`src/rtl/core/chm_pkg.sv`:
```
// ----------------------------------------------------------------------------
// chm_pkg
// Shared constants, types and hash tables of the chained hash map.
// ----------------------------------------------------------------------------
package chm_pkg;

   localparam int BUCKETS     = 101;
   localparam int NODES       = 256;
   localparam int HASH_OFFSET = 37;

   localparam int KEY_W      = 64;
   localparam int VAL_W      = 64;
   localparam int OP_W       = 2;
   localparam int DIGIT_W    = 8;
   localparam int HASH_STEPS = KEY_W / DIGIT_W;
   localparam int HCNT_W     = $clog2(HASH_STEPS);
   localparam int BKT_W      = $clog2(BUCKETS);
   localparam int IDX_W      = $clog2(NODES);
   localparam int PTR_W      = $clog2(NODES + 1);

   localparam logic [PTR_W-1:0] NIL = PTR_W'(NODES);

   localparam logic [OP_W-1:0] OP_INSERT = 2'd0;
   localparam logic [OP_W-1:0] OP_LOOKUP = 2'd1;
   localparam logic [OP_W-1:0] OP_REMOVE = 2'd2;

   typedef logic [BKT_W-1:0] mul_tab_type [2**BKT_W];
   typedef logic [BKT_W-1:0] dig_tab_type [2**DIGIT_W];

   // (r * 2^DIGIT_W) mod BUCKETS for every remainder r
   function automatic mul_tab_type build_mul_tab();
      mul_tab_type t;
      for (int i = 0; i < 2**BKT_W; i++) begin
         t[i] = BKT_W'((i * (2**DIGIT_W)) % BUCKETS);
      end
      return t;
   endfunction

   // d mod BUCKETS for every digit d
   function automatic dig_tab_type build_dig_tab();
      dig_tab_type t;
      for (int i = 0; i < 2**DIGIT_W; i++) begin
         t[i] = BKT_W'(i % BUCKETS);
      end
      return t;
   endfunction

   localparam mul_tab_type MUL_TAB = build_mul_tab();
   localparam dig_tab_type DIG_TAB = build_dig_tab();

   typedef struct packed {
      logic start;        // latch request, seed hash
      logic hash_step;    // fold one key digit into the bucket
      logic head_rd;      // read bucket head
      logic head_load;    // take head as chain cursor
      logic node_rd;      // read node at cursor
      logic node_adv;     // step cursor to next node
      logic hit_load;     // capture matching node
      logic upd_write;    // overwrite value of present key
      logic rm_write;     // unlink node, push it on the free stack
      logic miss_chk;     // note a full pool on a miss
      logic free_rd;      // read top of free stack
      logic alloc_write;  // link new node at chain head
      logic res_load;     // load the response register
   } cmd_type;

   typedef struct packed {
      logic [OP_W-1:0] op;
      logic            cur_nil;
      logic            key_match;
      logic            pool_empty;
   } sts_type;

endpackage

```
`src/rtl/core/chm_ctrl.sv`:
```
// ----------------------------------------------------------------------------
// chm_ctrl
// Operation sequencer: hash, head read, chain walk, update and response.
// ----------------------------------------------------------------------------
module chm_ctrl
   import chm_pkg::*;
(
   input  logic    clock,
   input  logic    reset,
   input  logic    req_valid,
   output logic    req_ready,
   output logic    rsp_valid,
   input  logic    rsp_ready,
   input  sts_type sts,
   output cmd_type cmd
);

   localparam logic [3:0] S_IDLE  = 4'd0;
   localparam logic [3:0] S_HASH  = 4'd1;
   localparam logic [3:0] S_HEAD  = 4'd2;
   localparam logic [3:0] S_HEADW = 4'd3;
   localparam logic [3:0] S_RD    = 4'd4;
   localparam logic [3:0] S_CMP   = 4'd5;
   localparam logic [3:0] S_HIT   = 4'd6;
   localparam logic [3:0] S_MISS  = 4'd7;
   localparam logic [3:0] S_FREEW = 4'd8;
   localparam logic [3:0] S_FIN   = 4'd9;

   logic [3:0]        state_ff, state_in;
   logic [HCNT_W-1:0] hcnt_ff, hcnt_in;
   logic              rsp_valid_ff, rsp_valid_in;
   logic              slot_free;

   assign slot_free = !rsp_valid_ff || rsp_ready;
   assign req_ready = (state_ff == S_IDLE);
   assign rsp_valid = rsp_valid_ff;

   always_comb begin
      state_in     = state_ff;
      hcnt_in      = hcnt_ff;
      cmd          = '0;
      rsp_valid_in = rsp_valid_ff && !rsp_ready;
      case (state_ff)
         S_IDLE: begin
            if (req_valid) begin
               cmd.start = 1'b1;
               hcnt_in   = '0;
               state_in  = S_HASH;
            end
         end
         S_HASH: begin
            cmd.hash_step = 1'b1;
            hcnt_in       = hcnt_ff + HCNT_W'(1);
            if (hcnt_ff == HCNT_W'(HASH_STEPS - 1)) begin
               state_in = S_HEAD;
            end
         end
         S_HEAD: begin
            cmd.head_rd = 1'b1;
            state_in    = S_HEADW;
         end
         S_HEADW: begin
            cmd.head_load = 1'b1;
            state_in      = S_RD;
         end
         S_RD: begin
            if (sts.cur_nil) begin
               state_in = S_MISS;
            end else begin
               cmd.node_rd = 1'b1;
               state_in    = S_CMP;
            end
         end
         S_CMP: begin
            if (sts.key_match) begin
               cmd.hit_load = 1'b1;
               state_in     = S_HIT;
            end else begin
               cmd.node_adv = 1'b1;
               state_in     = S_RD;
            end
         end
         S_HIT: begin
            cmd.upd_write = (sts.op == OP_INSERT);
            cmd.rm_write  = (sts.op == OP_REMOVE);
            state_in      = S_FIN;
         end
         S_MISS: begin
            cmd.miss_chk = 1'b1;
            if (sts.op == OP_INSERT && !sts.pool_empty) begin
               cmd.free_rd = 1'b1;
               state_in    = S_FREEW;
            end else begin
               state_in = S_FIN;
            end
         end
         S_FREEW: begin
            cmd.alloc_write = 1'b1;
            state_in        = S_FIN;
         end
         S_FIN: begin
            if (slot_free) begin
               cmd.res_load = 1'b1;
               rsp_valid_in = 1'b1;
               state_in     = S_IDLE;
            end
         end
         default: begin
            state_in = S_IDLE;
         end
      endcase
   end

   always_ff @(posedge clock) begin
      if (reset) begin
         state_ff     <= S_IDLE;
         hcnt_ff      <= '0;
         rsp_valid_ff <= 1'b0;
      end else begin
         state_ff     <= state_in;
         hcnt_ff      <= hcnt_in;
         rsp_valid_ff <= rsp_valid_in;
      end
   end

   a_fin_to_idle: assert property (@(posedge clock) disable iff (reset)
      (state_ff == S_FIN && slot_free) |=> (state_ff == S_IDLE && rsp_valid_ff))
      else $error("response not issued on leaving FIN");

   a_one_write: assert property (@(posedge clock) disable iff (reset)
      $onehot0({cmd.upd_write, cmd.rm_write, cmd.alloc_write}))
      else $error("conflicting table writes");

   a_hash_len: assert property (@(posedge clock) disable iff (reset)
      (state_ff == S_IDLE && req_valid) |=> ##(HASH_STEPS) (state_ff == S_HEAD))
      else $error("hash did not take the expected number of steps");

   a_alloc_room: assert property (@(posedge clock) disable iff (reset)
      cmd.free_rd |-> !sts.pool_empty)
      else $error("allocation from an empty pool");

endmodule

```
`config.mk`:
```
export PLATFORM = sky130hd
export DESIGN_NAME = chm_ctrl
export DESIGN_NICKNAME = d
export VERILOG_FILES = /design/src/rtl/core/chm_pkg.sv /design/src/rtl/core/chm_ctrl.sv
export SDC_FILE = /design/constraint.sdc
export NUM_CORES = 1
export LEC_CHECK = 0
export BUFFER_PORTS_ARGS = -buffer_cell sky130_fd_sc_hd__buf_2
export CORE_AREA = 2 2 39 41
export CTS_BUF_LIST = sky130_fd_sc_hd__clkbuf_8
export DETAILED_ROUTE_END_ITERATION = 8
export DIE_AREA = 0 0 41 43
export MAX_ROUTING_LAYER = met4
export PLACE_DENSITY = 0.82
export SLEW_MARGIN = 20
export SYNTH_ARGS = -nofsm -noshare
export SYNTH_HDL_FRONTEND = slang
export SYNTH_SLANG_ARGS = --single-unit
```
`constraint.sdc`:
```
create_clock -name clock -period 2.35 [get_ports clock]
set_input_delay 0.235 -clock clock [delete_from_list [all_inputs] [get_ports clock]]
set_output_delay 0.235 -clock clock [all_outputs]
set_load 0.005 [all_outputs]
```
==> results.txt <==
Outcome - completed
Register area share after synthesis - 27.9%
HPWL after DPL - 939 um
Clk root buf - clkbuf_8
Synth Area in Compound Gates - 15.9%
Postcts setup bufs - 0
Vias in the first global route - 501
Setup-failing EPs final - 0
Internal power - 344 uW
Total wire length - 1230 um
Post-Synth XOR/XNOR Area - 1.53%
Routed len/inst - 11.6 um
Worst R2R Setup Slack - 0.88 ns
Initial DRC Count - 12
Global placement routability congestion - 0.882
Max-slew headroom - 71.3%
Final instance count without filler cells - 106
Clk pin slew, worst setup/hold paths - 0.04 ns
Crit path max-delay family - flip-flops
Final hold vios - 0
Resized cells post-CTS - 0
Clk_skew - 0.00168 ns
Placed Cells - 103
Peak Freq - 604 MHz
CP Data Required Time - 2.12 ns
Critical path cell sequence - nand2b_1, nor4b_1, buf_2
First-pass DRT Iterations - 4
Most common cell after layout, fill and taps aside - buf_2
Worst r2r path cells - 4
Comb power frac - 32.0%
CTS H-tree lvls - 1
Synth unique cells - 31
Share of power burned in registers - 36.5%
Worst hold path depth - 2
Chip Height - 43 um
CP Max Fanout - 11
WS Path Type - reg2out
Maxcap violations - 0
Worst r2r src - state_ff[0]
CP startpoint kind - register
Switching part of the total - 32.9%
Synth area leaders - dfxtp_1 28%, nor3_1 7.0%, nor2_1 4.6%
Worst R2R End - state_ff[1]
RSZ-0062 raised after global routing - no
Largest area contributor in the netlist - dfxtp_1
Setup_tns - 0 ns
NetSw - 168 uW
Period utilization - 70.5%
Pwr dens - 721 nW/um2
CP Data Arrival Time - 1.42 ns
Hold Path End - state_ff[3]
Boundary Pins - 24
Slowest stage delay, CP - 0.53 ns
Core ar. - 1380 um2
Tightest Pin Transition - 0.430 ns
CP Buf/Inv Count - 1
# rows - 14
Setup crit end kind - primary output
Starting Density - 41.5%
Yosys Warn Count - 0
Clk pwr share - 31.5%
# DRC - 0
Share of layout cells above drive strength 1 - 34.4%
Mapped Area - 574 um2
Layout overhead on the synthesized area - 23.7%
#FFs+latches synth - 8
Hold-fix buffers, CTS - 0
Via count - 567
Cell count after synthesis - 70
Clk_lat worst skew - 0.22 ns
First-pass GRT wire length - 1950 um
Multiplexer area fraction after synthesis - 5.45%
TritonCTS Buffers - 3
Clock Sinks - 8
GRT Total Usage - 16.7%
DIE AREA - 1760 um2
Routed vias/inst - 5.35
Worst IR drop on VDD - 0.405 mV
Critical path's slowest cell - dfxtp_1
Synth Area in Simple Gates - 35.9%
Largest net degree at the start of global routing - 16
Hold Crit Class - in2reg
Commonest non-fill, non-tap cells in the layout - 23 x buf_2, 8 x nor3_1, 8 x dfxtp_1, 7 x nor2_1
Hold Crit Start - reset
Synth Area in Adders - 4.36%
Die W - 41 um
NumNets Final - 103
# port buffers - 23
Post-route ant nets - 0
Post-synth top area share - 27.9%
Initial antenna violation count - 0
Gr ovfl total - 0
Largest family of logic cells by synthesized area - simple AND/OR/NAND/NOR gates
Synthesized Nets - 81
CTS tree - built
Avg Cell Area, Syn - 8.20 um2
Diode count - 0
Leakage power - 0.321 nW
Clk buf depth - 2
Final min period - 1.66 ns
Final-report max-slew violation count - 0
worst max path at each step:
stage	start	to	slack (ns)	cells past startpoint
floorplan	hcnt_ff[0]	state_ff[1]	1.08	5
global placement	state_ff[1]	cmd[12]	0.96	3
detailed placement	state_ff[0]	state_ff[1]	0.89	4
CTS	state_ff[1]	cmd[4]	0.70	3
global route	state_ff[1]	cmd[4]	0.51	3
finish	state_ff[1]	cmd[4]	0.69	3
sequential cells by signal, summed over array words and instances (netlist names):
register / count
rsp_valid: 1
hcnt_ff: 3
state_ff: 4
worst reg2reg max path, stage by stage (launching register included):
cell and delay, ns:
dfxtp_1 0.57, nand2b_1 0.22, o32ai_2 0.35, a2111oi_2 0.06, and2_1 0.15
cell families (layout without fill, tap and decap cells):
group | after synthesis | in the layout
simple gates | 35 | 35
compound gates | 12 | 12
buf+inv | 9 | 29
flops | 8 | 8
mux | 3 | 3
fa+ha+maj | 2 | 2
xor+xnor | 1 | 1
metal layers:
| layer | track usage [%] | vias up | part of all wire, % |
|---|---|---|---|
| met5 | - | - | 0 |
| met2 | 24.1 | 28 | 45 |
| met1 | 20.8 | 244 | 45 |
| li1 | - | 291 | - |
| met3 | 1.57 | 4 | 7.2 |
| met4 | 12.0 | 0 | 2.4 |
through the flow:
| stage | power (mW) | cell area (um2) | utilization [%] | worst slack [ns] | hold WS (ns) |
|---|---|---|---|---|---|
| CTS | 0.518 | 711 | 51.4 | 0.696 | 0.292 |
| floorplan | 0.318 | 574 | - | 1.08 | 0.470 |
| global route | 0.549 | 711 | 51.4 | 0.514 | 0.310 |
| finish | 0.512 | 711 | 51.4 | 0.694 | 0.293 |
| global placement | 0.346 | 669 | 48.4 | 0.956 | 0.489 |
| detailed placement | 0.351 | 669 | 48.4 | 0.886 | 0.491 |
synthesized netlist by cell type (all sizes together):
| master | n |
|---|---|
| nand3b | 1 |
| mux2 | 1 |
| a2111oi | 1 |
| and2 | 2 |
| or2 | 2 |
| inv | 3 |
| dfxtp | 8 |
| nor2b | 2 |
| clkbuf | 1 |
| a22oi | 2 |
| and3b | 1 |
| nand2b | 4 |
| nor4 | 2 |
| mux2i | 2 |
| o32ai | 1 |
| xnor2 | 1 |
| o21a | 1 |
| nor2 | 8 |
| nor3 | 9 |
| nand4bb | 1 |
| nor4b | 2 |
| nand2 | 1 |
| o21ai | 1 |
| a21oi | 4 |
| o22ai | 2 |
| buf | 5 |
| ha | 2 |
power by group through the flow:
| stage | registers [mW] | clock network (mW) | logic, mW |
|---|---|---|---|
| detailed placement | 0.189 | 0 | 0.163 |
| finish | 0.187 | 0.161 | 0.164 |
| global route | 0.193 | 0.171 | 0.185 |
| global placement | 0.187 | 0 | 0.159 |
| CTS | 0.187 | 0.167 | 0.164 |
| floorplan | 0.164 | 0 | 0.154 |
layout make-up:
type | instances | area (um2)
clock buffers | 3 | 41.3
fillers | 125 | 673
inverters | 3 | 11.3
multi-input cells | 53 | 363
flip-flops and latches | 8 | 160
well taps | 16 | 20.0
repair buffers | 23 | 115
Note: power is estimated with default switching activity, not from simulation.
